`src/rtl/board_image_checker_unit_defines.svh`:
```
// Assertion macros for the board image checker.
// Included by the modules that carry concurrent checks.
`ifndef BOARD_IMAGE_CHECKER_UNIT_DEFINES_SVH
`define BOARD_IMAGE_CHECKER_UNIT_DEFINES_SVH

// same-cycle implication
`define BIC_ASSERT_NOW(lbl, clk, rst_n, ante, cons, msg) \
    lbl: assert property (@(posedge clk) disable iff (!rst_n) (ante) |-> (cons)) \
        else $error(msg);

// next-cycle implication
`define BIC_ASSERT_NEXT(lbl, clk, rst_n, ante, cons, msg) \
    lbl: assert property (@(posedge clk) disable iff (!rst_n) (ante) |=> (cons)) \
        else $error(msg);

`endif

```
`src/rtl/bic_pkg.sv`:
```
// Shared constants, codes, types and functions of the board image checker.
// No dependencies.
package bic_pkg;

    localparam int unsigned MAX_PAYLOAD_BYTES = 67108864;
    localparam logic [31:0] FNV_BASIS = 32'd2166136261;
    localparam logic [31:0] FNV_PRIME = 32'd16777619;

    localparam int SIG_LEN  = 8;
    localparam int HDR_END  = 40;   // signature plus 32 header bytes
    localparam logic [31:0] FILE_VERSION = 32'd2;

    localparam int Q_DEPTH = 4;
    localparam int Q_AW    = $clog2(Q_DEPTH);
    localparam int Q_CW    = $clog2(Q_DEPTH + 1);

    localparam logic [1:0] PH_SIG = 2'd0;
    localparam logic [1:0] PH_HDR = 2'd1;
    localparam logic [1:0] PH_PAY = 2'd2;
    localparam logic [1:0] PH_FIN = 2'd3;

    localparam logic [3:0] ST_OK         = 4'd0;
    localparam logic [3:0] ST_BAD_SIG    = 4'd1;
    localparam logic [3:0] ST_HDR_SHORT  = 4'd2;
    localparam logic [3:0] ST_VERSION    = 4'd3;
    localparam logic [3:0] ST_SIZE       = 4'd4;
    localparam logic [3:0] ST_PAY_SIZE   = 4'd5;
    localparam logic [3:0] ST_DATA_SHORT = 4'd6;
    localparam logic [3:0] ST_EXTRA      = 4'd7;
    localparam logic [3:0] ST_CHECKSUM   = 4'd8;

    localparam logic KIND_CELLS  = 1'b0;
    localparam logic KIND_STATUS = 1'b1;

    localparam logic CFG_BOARD_WIDTH  = 1'b0;
    localparam logic CFG_BOARD_HEIGHT = 1'b1;

    // results caused by one item: an optional cells part, then an optional status
    typedef struct packed {
        logic        cells_vld;
        logic [7:0]  cells;
        logic [25:0] byte_index;
        logic        stat_vld;
        logic [3:0]  status;
        logic [63:0] gen;
    } t_rec;

    typedef struct packed {
        logic vld;
        t_rec rec;
    } t_push;

    function automatic logic [7:0] sig_byte(input logic [2:0] idx);
        logic [7:0] v;
        case (idx)
            3'd0: v = 8'h41;  // A
            3'd1: v = 8'h52;  // R
            3'd2: v = 8'h59;  // Y
            3'd3: v = 8'h4C;  // L
            3'd4: v = 8'h49;  // I
            3'd5: v = 8'h46;  // F
            3'd6: v = 8'h45;  // E
            3'd7: v = 8'h32;  // 2
            default: v = 8'h00;
        endcase
        return v;
    endfunction

    // FNV-1a 32 step; the constant multiply reduces to shifts and adds
    function automatic logic [31:0] fnv_step(input logic [31:0] h, input logic [7:0] b);
        logic [31:0] x;
        x = h ^ {24'd0, b};
        return 32'(x * FNV_PRIME);
    endfunction

endpackage

```
`src/rtl/bic_in_if.sv`:
```
// Input item channel of the board image checker.
// Depends on bic_pkg.
interface bic_in_if import bic_pkg::*; ();
    logic       valid;
    logic       ready;
    logic       has_byte;
    logic [7:0] data_byte;
    logic       end_of_file;

    modport source (output valid, output has_byte, output data_byte,
                    output end_of_file, input ready);
    modport sink   (input valid, input has_byte, input data_byte,
                    input end_of_file, output ready);
endinterface

```
`src/rtl/bic_out_if.sv`:
```
// Result item channel of the board image checker.
// Depends on bic_pkg.
interface bic_out_if import bic_pkg::*; ();
    logic        valid;
    logic        ready;
    logic        kind;
    logic [7:0]  cells;
    logic [25:0] byte_index;
    logic [3:0]  status;
    logic [63:0] saved_generation;
    logic        final_res;

    modport source (output valid, output kind, output cells, output byte_index,
                    output status, output saved_generation, output final_res,
                    input ready);
    modport sink   (input valid, input kind, input cells, input byte_index,
                    input status, input saved_generation, input final_res,
                    output ready);
endinterface

```
`src/rtl/bic_parser.sv`:
```
// Input register, config registers and file parser state; up to one record per item.
// Depends on bic_pkg, bic_in_if and the assertion macro header.
`include "board_image_checker_unit_defines.svh"

module bic_parser import bic_pkg::*; (
    input  logic              i_clk,
    input  logic              i_rst_n,
    bic_in_if.sink            i_in,
    input  logic              i_cfg_we,
    input  logic              i_cfg_idx,
    input  logic [15:0]       i_cfg_wdata,
    input  logic [Q_CW-1:0]   i_q_count,
    output t_push             o_push
);

    logic        r_in_vld, r_has, r_eof;
    logic [7:0]  r_byte;
    logic [15:0] r_bw, r_bh;
    logic [29:0] r_exp;

    logic [1:0]   r_phase, n_phase;
    logic [5:0]   r_hcnt, n_hcnt;
    logic [255:0] r_hdr, n_hdr;
    logic [31:0]  r_hash, n_hash;
    logic [26:0]  r_pcnt, n_pcnt;
    logic [3:0]   r_err, n_err;

    logic [31:0]   area;
    logic [Q_CW:0] level;
    logic          in_fire;
    logic          pay_full;
    logic [3:0]    fin_st;
    t_rec          rec;

    // header fields, little endian, in arrival order
    logic [63:0] psize;
    logic [31:0] stored_sum;
    assign psize      = r_hdr[223:160];
    assign stored_sum = r_hdr[255:224];

    // room for the item in the register plus a new one; closed during reset
    assign level    = {1'b0, i_q_count} + {{Q_CW{1'b0}}, r_in_vld};
    assign i_in.ready = i_rst_n && (level < (Q_CW + 1)'(Q_DEPTH));
    assign in_fire  = i_in.valid && i_in.ready;

    assign area     = {16'd0, r_bw} * {16'd0, r_bh};
    assign pay_full = {37'd0, r_pcnt} >= psize;

    always_comb begin
        n_phase = r_phase;
        n_hcnt  = r_hcnt;
        n_hdr   = r_hdr;
        n_hash  = r_hash;
        n_pcnt  = r_pcnt;
        n_err   = r_err;
        fin_st  = ST_OK;
        rec     = '0;
        if (r_in_vld && r_phase != PH_FIN) begin
            if (r_has && r_err == ST_OK) begin
                case (r_phase)
                    PH_SIG: begin
                        if (r_byte != sig_byte(r_hcnt[2:0])) begin
                            n_err = ST_BAD_SIG;
                        end
                        n_hcnt = r_hcnt + 6'd1;
                        if (r_hcnt == 6'(SIG_LEN - 1)) begin
                            n_phase = PH_HDR;
                        end
                    end
                    PH_HDR: begin
                        n_hdr  = {r_byte, r_hdr[255:8]};
                        n_hcnt = r_hcnt + 6'd1;
                        if (r_hcnt == 6'(HDR_END - 1)) begin
                            if (n_hdr[31:0] != FILE_VERSION) begin
                                n_err = ST_VERSION;
                            end else if (n_hdr[63:32] != {16'd0, r_bw} ||
                                         n_hdr[95:64] != {16'd0, r_bh}) begin
                                n_err = ST_SIZE;
                            end else if (n_hdr[223:160] != {34'd0, r_exp} ||
                                         n_hdr[223:160] > 64'(MAX_PAYLOAD_BYTES)) begin
                                n_err = ST_PAY_SIZE;
                            end else begin
                                n_phase = PH_PAY;
                            end
                        end
                    end
                    PH_PAY: begin
                        if (pay_full) begin
                            n_err = ST_EXTRA;
                        end else begin
                            rec.cells_vld  = 1'b1;
                            rec.cells      = r_byte;
                            rec.byte_index = r_pcnt[25:0];
                            n_hash = fnv_step(r_hash, r_byte);
                            n_pcnt = r_pcnt + 27'd1;
                        end
                    end
                    default: ;
                endcase
            end
            if (r_eof) begin
                fin_st = n_err;
                if (n_err == ST_OK) begin
                    case (n_phase)
                        PH_SIG: fin_st = ST_BAD_SIG;
                        PH_HDR: fin_st = ST_HDR_SHORT;
                        PH_PAY: begin
                            if ({37'd0, n_pcnt} < psize) begin
                                fin_st = ST_DATA_SHORT;
                            end else if (n_hash != stored_sum) begin
                                fin_st = ST_CHECKSUM;
                            end
                        end
                        default: ;
                    endcase
                end
                rec.stat_vld = 1'b1;
                rec.status   = fin_st;
                rec.gen      = (fin_st == ST_OK) ? r_hdr[159:96] : 64'd0;
                n_err        = fin_st;
                n_phase      = PH_FIN;
            end
        end
    end

    assign o_push.vld = rec.cells_vld || rec.stat_vld;
    assign o_push.rec = rec;

    always_ff @(posedge i_clk) begin
        if (!i_rst_n) begin
            r_in_vld <= 1'b0;
            r_bw     <= 16'd64;
            r_bh     <= 16'd64;
            r_phase  <= PH_SIG;
            r_hcnt   <= 6'd0;
            r_hash   <= FNV_BASIS;
            r_pcnt   <= 27'd0;
            r_err    <= ST_OK;
        end else begin
            r_in_vld <= in_fire;
            if (i_cfg_we) begin
                case (i_cfg_idx)
                    CFG_BOARD_WIDTH:  r_bw <= i_cfg_wdata;
                    CFG_BOARD_HEIGHT: r_bh <= i_cfg_wdata;
                    default: ;
                endcase
            end
            r_phase <= n_phase;
            r_hcnt  <= n_hcnt;
            r_hash  <= n_hash;
            r_pcnt  <= n_pcnt;
            r_err   <= n_err;
        end
    end

    always_ff @(posedge i_clk) begin
        if (in_fire) begin
            r_has  <= i_in.has_byte;
            r_byte <= i_in.data_byte;
            r_eof  <= i_in.end_of_file;
        end
        r_hdr <= n_hdr;
        // expected payload bytes, ceil(w*h/8)
        r_exp <= 30'((33'(area) + 33'd7) >> 3);
    end

    `BIC_ASSERT_NEXT(a_fin_quiet, i_clk, i_rst_n, r_phase == PH_FIN, !o_push.vld, "record after final status")
    `BIC_ASSERT_NEXT(a_err_sticky, i_clk, i_rst_n, r_err != ST_OK && r_phase != PH_FIN, r_err == $past(r_err), "latched error changed")

endmodule

```
`src/rtl/bic_out_queue.sv`:
```
// Result record queue; splits each record into its cells and status result items.
// Depends on bic_pkg, bic_out_if and the assertion macro header.
`include "board_image_checker_unit_defines.svh"

module bic_out_queue import bic_pkg::*; (
    input  logic            i_clk,
    input  logic            i_rst_n,
    input  t_push           i_push,
    output logic [Q_CW-1:0] o_count,
    bic_out_if.source       o_out
);

    t_rec            r_mem [Q_DEPTH];
    logic [Q_AW-1:0] r_wptr, r_rptr;
    logic [Q_CW-1:0] r_count;
    logic            r_cells_done;

    t_rec head;
    logic show_cells, fire, pop;

    assign head       = r_mem[r_rptr];
    assign show_cells = head.cells_vld && !r_cells_done;

    assign o_out.valid            = r_count != '0;
    assign o_out.kind             = show_cells ? KIND_CELLS : KIND_STATUS;
    assign o_out.cells            = show_cells ? head.cells : 8'd0;
    assign o_out.byte_index       = show_cells ? head.byte_index : 26'd0;
    assign o_out.status           = show_cells ? ST_OK : head.status;
    assign o_out.saved_generation = show_cells ? 64'd0 : head.gen;
    assign o_out.final_res        = !show_cells;

    assign fire    = o_out.valid && o_out.ready;
    // record leaves once its last part is taken
    assign pop     = fire && (!show_cells || !head.stat_vld);
    assign o_count = r_count;

    always_ff @(posedge i_clk) begin
        if (!i_rst_n) begin
            r_wptr       <= '0;
            r_rptr       <= '0;
            r_count      <= '0;
            r_cells_done <= 1'b0;
        end else begin
            if (i_push.vld) begin
                r_wptr <= r_wptr + Q_AW'(1);
            end
            if (pop) begin
                r_rptr <= r_rptr + Q_AW'(1);
            end
            r_count <= r_count + Q_CW'(i_push.vld) - Q_CW'(pop);
            if (pop) begin
                r_cells_done <= 1'b0;
            end else if (fire && show_cells) begin
                r_cells_done <= 1'b1;
            end
        end
    end

    always_ff @(posedge i_clk) begin
        if (i_push.vld) begin
            r_mem[r_wptr] <= i_push.rec;
        end
    end

    `BIC_ASSERT_NOW(a_no_overflow, i_clk, i_rst_n, i_push.vld, r_count < Q_CW'(Q_DEPTH), "push into full queue")
    `BIC_ASSERT_NOW(a_split_state, i_clk, i_rst_n, r_cells_done, head.cells_vld && head.stat_vld && r_count != '0, "half-sent record without status part")

endmodule

```
`src/rtl/board_image_checker_unit.sv`:
```
// Board image checker top level: parses a saved bit-packed board image byte by byte.
// Depends on bic_pkg, bic_in_if, bic_out_if, bic_parser and bic_out_queue.
//
// Input channel i_in carries one file byte (has_byte, data_byte) and an
// end_of_file mark per item. Output channel o_out carries cells results (eight
// alive bits of one payload byte and its byte_index) and one final status
// result (status, saved_generation, final_res) at the end of the file. Cells
// are only meaningful when that final status is ok.
// Board size is set through i_cfg_we / i_cfg_idx / i_cfg_wdata while idle.
// Throughput: one item per cycle while the result queue has room. An item that
// carries the last payload byte and the end mark yields two results, cells first.
// A result is offered after its item has passed the input register, then the queue.
// A four-record result queue decouples the sides; when the receiver stalls
// i_in.ready drops once the queued records plus an item held in the input
// register reach four, and nothing is lost. Synchronous reset holds i_in.ready
// low, returns to waiting for the signature, clears the queue and sets the
// board size to 64 by 64. After the final status every item is taken and
// ignored until the next reset.

module board_image_checker_unit import bic_pkg::*; (
    input  logic        i_clk,
    input  logic        i_rst_n,
    bic_in_if.sink      i_in,
    bic_out_if.source   o_out,
    input  logic        i_cfg_we,
    input  logic        i_cfg_idx,
    input  logic [15:0] i_cfg_wdata
);

    t_push           push;
    logic [Q_CW-1:0] q_count;

    bic_parser u_parser (
        .i_clk       (i_clk),
        .i_rst_n     (i_rst_n),
        .i_in        (i_in),
        .i_cfg_we    (i_cfg_we),
        .i_cfg_idx   (i_cfg_idx),
        .i_cfg_wdata (i_cfg_wdata),
        .i_q_count   (q_count),
        .o_push      (push)
    );

    bic_out_queue u_queue (
        .i_clk   (i_clk),
        .i_rst_n (i_rst_n),
        .i_push  (push),
        .o_count (q_count),
        .o_out   (o_out)
    );

endmodule

```
`src/flat_wrapper.sv`:
```
// flat-port wrapper written by rule: the top's interface ports become plain ports
module board_image_checker_unit_flat import bic_pkg::*;
  (i_clk, i_rst_n, i_cfg_we, i_cfg_idx, i_cfg_wdata, i_in_valid, i_in_has_byte, i_in_data_byte, i_in_end_of_file, i_in_ready, o_out_valid, o_out_kind, o_out_cells, o_out_byte_index, o_out_status, o_out_saved_generation, o_out_final_res, o_out_ready);
  bic_in_if i_in_i ();
  bic_out_if o_out_i ();
  input  logic i_clk;
  input  logic i_rst_n;
  input  logic i_cfg_we;
  input  logic i_cfg_idx;
  input  logic [15:0] i_cfg_wdata;
  input wire logic [$bits(i_in_i.valid)-1:0] i_in_valid;
  input wire logic [$bits(i_in_i.has_byte)-1:0] i_in_has_byte;
  input wire logic [$bits(i_in_i.data_byte)-1:0] i_in_data_byte;
  input wire logic [$bits(i_in_i.end_of_file)-1:0] i_in_end_of_file;
  output wire logic [$bits(i_in_i.ready)-1:0] i_in_ready;
  output wire logic [$bits(o_out_i.valid)-1:0] o_out_valid;
  output wire logic [$bits(o_out_i.kind)-1:0] o_out_kind;
  output wire logic [$bits(o_out_i.cells)-1:0] o_out_cells;
  output wire logic [$bits(o_out_i.byte_index)-1:0] o_out_byte_index;
  output wire logic [$bits(o_out_i.status)-1:0] o_out_status;
  output wire logic [$bits(o_out_i.saved_generation)-1:0] o_out_saved_generation;
  output wire logic [$bits(o_out_i.final_res)-1:0] o_out_final_res;
  input wire logic [$bits(o_out_i.ready)-1:0] o_out_ready;
  assign i_in_i.valid = i_in_valid;
  assign i_in_i.has_byte = i_in_has_byte;
  assign i_in_i.data_byte = i_in_data_byte;
  assign i_in_i.end_of_file = i_in_end_of_file;
  assign i_in_ready = i_in_i.ready;
  assign o_out_valid = o_out_i.valid;
  assign o_out_kind = o_out_i.kind;
  assign o_out_cells = o_out_i.cells;
  assign o_out_byte_index = o_out_i.byte_index;
  assign o_out_status = o_out_i.status;
  assign o_out_saved_generation = o_out_i.saved_generation;
  assign o_out_final_res = o_out_i.final_res;
  assign o_out_i.ready = o_out_ready;
  board_image_checker_unit u_core (.i_clk(i_clk), .i_rst_n(i_rst_n), .i_in(i_in_i), .o_out(o_out_i), .i_cfg_we(i_cfg_we), .i_cfg_idx(i_cfg_idx), .i_cfg_wdata(i_cfg_wdata));
endmodule
```
`config.mk`:
```
export PLATFORM = sky130hd
export DESIGN_NAME = board_image_checker_unit_flat
export DESIGN_NICKNAME = d
export VERILOG_FILES = /design/src/rtl/bic_pkg.sv /design/src/rtl/bic_in_if.sv /design/src/rtl/bic_out_if.sv /design/src/rtl/bic_parser.sv /design/src/rtl/bic_out_queue.sv /design/src/rtl/board_image_checker_unit.sv /design/src/flat_wrapper.sv
export VERILOG_INCLUDE_DIRS = /design/src /design/src/rtl
export SDC_FILE = /design/constraint.sdc
export NUM_CORES = 2
export LEC_CHECK = 0
export ABC_AREA = 1
export ABC_CLOCK_PERIOD_IN_PS = 37800
export BUFFER_PORTS_ARGS = -buffer_cell sky130_fd_sc_hd__clkbuf_2
export CORE_MARGIN = 10
export CORE_UTILIZATION = 42
export CTS_CLUSTER_SIZE = 28
export DETAILED_ROUTE_END_ITERATION = 6
export PLACE_DENSITY = 0.68
export SLEW_MARGIN = 20
export SYNTH_ARGS = -nofsm -noshare
export SYNTH_HDL_FRONTEND = slang
export SYNTH_SLANG_ARGS = --single-unit
```
`constraint.sdc`:
```
create_clock -name i_clk -period 37.8 [get_ports i_clk]
set_clock_uncertainty 0.15 [all_clocks]
set_input_delay 9.45 -clock i_clk [delete_from_list [all_inputs] [get_ports i_clk]]
set_output_delay 9.45 -clock i_clk [all_outputs]
set_load 0.05 [all_outputs]
```
==> flow_summary.html <==
<table>
<tr><th>Metric</th><th>Value</th></tr>
<tr><th colspan="2">Run status</th></tr>
<tr><td>Result of the run</td><td>complete, no violations</td></tr>
<tr><th colspan="2">Detailed routing</th></tr>
<tr><td>Antenna viol nets, final</td><td>0</td></tr>
<tr><td>1st-pass router iterations</td><td>6</td></tr>
<tr><td>Total routed wirelength</td><td>120.2 mm</td></tr>
<tr><td>Drc violations</td><td>0</td></tr>
<tr><td>Number of DRC markers after the initial detailed-route iteration</td><td>2,703</td></tr>
<tr><td>Final routed wire length divided by cell count</td><td>17.70 um</td></tr>
<tr><td>Overall via count from detail_route</td><td>35,110</td></tr>
<tr><td>Via density per instance</td><td>5.169</td></tr>
<tr><th colspan="2">Place</th></tr>
<tr><td>Final HPWL from detailed placement</td><td>83.09 mm</td></tr>
<tr><td>Port Buffers</td><td>137</td></tr>
<tr><td>Final GP Congestion</td><td>0.9174</td></tr>
<tr><th colspan="2">Worst setup path</th></tr>
<tr><td>Startpoint-to-endpoint class of the critical path</td><td>in -&gt; out</td></tr>
<tr><td>Cell with the largest stage delay on the worst path</td><td>sky130_fd_sc_hd__clkbuf_2</td></tr>
<tr><td>Category of the worst setup path launch point</td><td>input port</td></tr>
<tr><td>Most frequent cell on the critical path</td><td>sky130_fd_sc_hd__clkbuf_2</td></tr>
<tr><td>Family with the most delay on the worst path</td><td>buffers and inverters</td></tr>
<tr><td>Required time of the critical path</td><td>28.20 ns</td></tr>
<tr><td>Crit path buf inv count</td><td>2</td></tr>
<tr><td>Endpoint type of the worst setup path</td><td>output port</td></tr>
<tr><td>Maximum fanout count along the critical path</td><td>3</td></tr>
<tr><td>WP data arrival</td><td>10.03 ns</td></tr>
<tr><td>Critical path cell sequence</td><td>clkbuf_2 -&gt; o211a_1 -&gt; clkbuf_2</td></tr>
<tr><td>Critical path's largest stage delay</td><td>0.28 ns</td></tr>
<tr><th colspan="2">Min path</th></tr>
<tr><td>Kind of path behind the tightest hold check</td><td>reg -&gt; reg</td></tr>
<tr><th colspan="2">Layout</th></tr>
<tr><td>Filler instances</td><td>10,860</td></tr>
<tr><td>Antenna cell count</td><td>0</td></tr>
<tr><td>Share of post-route cells with drive strength above 1</td><td>0.07400</td></tr>
<tr><td>Area of all sequential standard cells</td><td>23,270 sq um</td></tr>
<tr><td>Total area of multi-input combinational cells</td><td>22,320 sq um</td></tr>
<tr><td>Final-stage net count</td><td>5,849</td></tr>
<tr><td>Area overhead of the layout relative to synthesis</td><td>9.442%</td></tr>
<tr><th colspan="2">Timing</th></tr>
<tr><td>Minimum period implied by the final worst setup slack</td><td>19.63 ns</td></tr>
<tr><td>Number of failing hold endpoints at the final stage</td><td>0</td></tr>
<tr><td>Final setup TNS</td><td>0 ns</td></tr>
<tr><td>Slew @ Worst Pin</td><td>1.150 ns</td></tr>
<tr><td>Unrepaired setup endpoints after global routing</td><td>no</td></tr>
<tr><td>Final setup fails</td><td>0</td></tr>
<tr><td>Final Cycle Share</td><td>0.5192</td></tr>
<tr><td>Max-slew headroom</td><td>0.2281</td></tr>
<tr><td>Peak Freq</td><td>0.05095 GHz</td></tr>
<tr><td>Max-slew violation count</td><td>0</td></tr>
<tr><th colspan="2">Logic synthesis</th></tr>
<tr><td>Register area share after synthesis</td><td>0.4669</td></tr>
<tr><td>Fraction of registers with async set/reset</td><td>0</td></tr>
<tr><td>Average size of a mapped cell</td><td>9.675 sq um</td></tr>
<tr><td>Warnings from Yosys</td><td>0</td></tr>
<tr><td>#FFs+latches synth</td><td>825</td></tr>
<tr><td>Number of flops mapped to enable cells by yosys</td><td>674</td></tr>
<tr><td>Number of standard cells after synthesis</td><td>5,150</td></tr>
<tr><td>Top FF cell, synth</td><td>sky130_fd_sc_hd__edfxtp_1</td></tr>
<tr><td>Library cells used by synthesis</td><td>56</td></tr>
<tr><td>Synth Net Count</td><td>5,807</td></tr>
<tr><td>Synthesized cell area</td><td>49,830 sq um</td></tr>
<tr><th colspan="2">Floorplanning</th></tr>
<tr><td>Number of core rows</td><td>126</td></tr>
<tr><td>Overall die width</td><td>364.4 um</td></tr>
<tr><td>Initial Util</td><td>0.4225</td></tr>
<tr><td>Number of ports placed on the die boundary</td><td>138</td></tr>
<tr><td>Die footprint</td><td>132,800 sq um</td></tr>
<tr><td>Std-Cell Core Area</td><td>117,900 sq um</td></tr>
<tr><td>Vertical extent of the die</td><td>364.4 um</td></tr>
<tr><th colspan="2">Clock tree</th></tr>
<tr><td>H-tree level count</td><td>3</td></tr>
<tr><td>Clock-pin transition on the worst setup and hold timing paths</td><td>0.06 ns</td></tr>
<tr><td>Clock tree from TritonCTS</td><td>done</td></tr>
<tr><td># resized after CTS</td><td>0</td></tr>
<tr><td>Maximum root-to-sink buffer count</td><td>3</td></tr>
<tr><td>Clock root cell</td><td>sky130_fd_sc_hd__clkbuf_16</td></tr>
<tr><td>Clock network latency to the later pin of the worst-skew pair</td><td>0.64 ns</td></tr>
<tr><td>Number of buffers created by CTS</td><td>80</td></tr>
<tr><td># hold bufs at CTS</td><td>0</td></tr>
<tr><td>Post-CTS Repair Setup Buffers</td><td>0</td></tr>
<tr><td>Sink count of the clock tree</td><td>825</td></tr>
<tr><th colspan="2">Global routing</th></tr>
<tr><td>Initial antenna violation count</td><td>0</td></tr>
<tr><td>Pin count of the biggest net entering global routing</td><td>197</td></tr>
<tr><td>Via count of the first global-routing pass</td><td>34,950</td></tr>
<tr><td>GR Overflow Total</td><td>0</td></tr>
<tr><td>Global-route total usage across every layer</td><td>0.1794</td></tr>
<tr><td>Global-route wire length before repair</td><td>190.6 mm</td></tr>
<tr><th colspan="2">Power and ir drop</th></tr>
<tr><td>PwrDens</td><td>80.83 nW/um^2</td></tr>
<tr><td>Total Power Consumption</td><td>4.408 mW</td></tr>
<tr><td>Peak ir drop on the vdd network</td><td>0.0001485 V</td></tr>
<tr><td>Leakage power total</td><td>24.39 nW</td></tr>
<tr><th colspan="2">Run</th></tr>
<tr><td>Count of max-cap constraint violations</td><td>0</td></tr>
</table>
[stage by stage]
stage,setup WS [ns],cell area [sq um],cells,util,hold slack [ns]
5_1_grt,18.12,54530,6793,0.4624,0.2999
6_report,18.17,54530,6793,0.4624,0.2963
2_1_floorplan,18.03,49830,5150,-,0.2764
3_5_place_dp,18.17,51850,6645,0.4397,0.2837
3_3_place_gp,18.18,51820,6644,0.4395,0.2771
4_1_cts,18.16,54500,6792,0.4622,0.2961
[cells in the mapped netlist (11+ instances only)]
| master | number | area share |
|---|---|---|
| sky130_fd_sc_hd__nand2_1 | 956 | 0.072 |
| sky130_fd_sc_hd__inv_1 | 894 | 0.067 |
| sky130_fd_sc_hd__edfxtp_1 | 674 | 0.41 |
| sky130_fd_sc_hd__nor2_1 | 527 | 0.040 |
| sky130_fd_sc_hd__ha_1 | 353 | 0.089 |
| sky130_fd_sc_hd__o21ai_0 | 314 | 0.032 |
| sky130_fd_sc_hd__fa_1 | 272 | 0.11 |
| sky130_fd_sc_hd__a21oi_1 | 178 | 0.018 |
| sky130_fd_sc_hd__dfxtp_1 | 151 | 0.061 |
| sky130_fd_sc_hd__clkbuf_1 | 144 | 0.011 |
| sky130_fd_sc_hd__nand3_1 | 112 | 0.011 |
| sky130_fd_sc_hd__o22ai_1 | 78 | 0.0098 |
| sky130_fd_sc_hd__nand4_1 | 65 | 0.0082 |
| sky130_fd_sc_hd__xor2_1 | 64 | 0.011 |
| sky130_fd_sc_hd__xnor2_1 | 63 | 0.011 |
| sky130_fd_sc_hd__nor3_2 | 62 | 0.012 |
| sky130_fd_sc_hd__nor3_1 | 34 | 0.0034 |
| sky130_fd_sc_hd__buf_1 | 30 | 0.0023 |
| sky130_fd_sc_hd__nand3b_1 | 21 | 0.0032 |
| sky130_fd_sc_hd__nor4_1 | 17 | 0.0021 |
| sky130_fd_sc_hd__buf_2 | 13 | 0.0013 |
| sky130_fd_sc_hd__buf_6 | 13 | 0.0029 |
| sky130_fd_sc_hd__a31oi_1 | 11 | 0.0014 |
| sky130_fd_sc_hd__o211ai_1 | 11 | 0.0017 |
[metal layers]
| metal | up-vias | routed length, um | track usage |
|---|---|---|---|
| li1 | 16770 | - | - |
| met1 | 17060 | 50580 | 0.2318 |
| met2 | 1065 | 58980 | 0.3113 |
| met3 | 216 | 7394 | 0.02382 |
| met4 | 0 | 3249 | 0.05552 |
| met5 | - | 0 | 0 |
[cell type report]
cell class / instances / area share
Clock buffer: 107 / 0.04240
Clock inverter: 40 / 0.006241
Inverter: 900 / 0.06211
Multi-Input combinational cell: 3217 / 0.4092
Sequential cell: 825 / 0.4267
Tap cell: 1536 / 0.03524
Timing Repair Buffer: 168 / 0.01803
[worst paths after layout]
path,startpoint,end,slack (ns),depth (start not counted)
worst max-delay path,i_rst_n,i_in_ready,18.17,3
worst max register to register,u_core.u_parser.r_byte[4],u_core.u_queue.r_mem[3][1],28.84,34
worst min-delay path,u_core.u_parser.r_hdr[215],u_core.u_parser.r_hdr[207],0.30,0
worst min register to register,u_core.u_parser.r_hdr[215],u_core.u_parser.r_hdr[207],0.30,0
[layout by cell type, fill, tap and decap left out, drive strengths merged, types with 8 or more instances in the layout]
master,count
or2,8
nor3,96
nand3b,21
nand2,961
edfxtp,674
a31oi,11
nor4,17
buf,31
inv,899
ha,353
fa,272
dfxtp,151
xnor2,63
nand4,66
a21oi,179
clkinv,35
o211ai,11
xor2,64
o21ai,321
clkbuf,244
o22ai,78
nor2,533
nand3,114
[sequential cells by signal, summed over array words and instances, names as in the netlist, 2 cells and up, named ones only]
register                 count
u_core.u_parser.r_hdr      248
u_core.u_parser.r_err        4
u_core.u_queue.r_wptr        2
u_core.u_parser.r_phase      2
u_core.u_queue.o_count       3
u_core.u_parser.r_bw        16
u_core.u_parser.r_hash      32
u_core.u_parser.r_pcnt      27
u_core.u_parser.r_exp       30
u_core.u_parser.r_bh        16
u_core.u_queue.r_rptr        2
u_core.u_queue.r_mem       416
u_core.u_parser.r_hcnt       6
u_core.u_parser.r_byte       8
[power breakdown]
part           internal [mW]  switching (mW)  leakage [nW]  total, mW
logic                  0.764            1.77          15.6       2.53
clock network          0.460           0.344          1.30      0.804
registers               1.02          0.0559          7.45       1.07
total                   2.24            2.17          24.4       4.41
[logic make-up after synthesis]
| logic type | share of synthesized area |
|---|---|
| muxes | 0.0002009 |
| AOI/OAI and AO/OA | 0.06903 |
| adders and majority gates | 0.1979 |
| buffers and inverters | 0.08636 |
| and+or+nand+nor | 0.1573 |
| DFF | 0.4669 |
| xor gates and xnor gates | 0.02232 |
No activity file was read; power rests on OpenSTA's default activity.
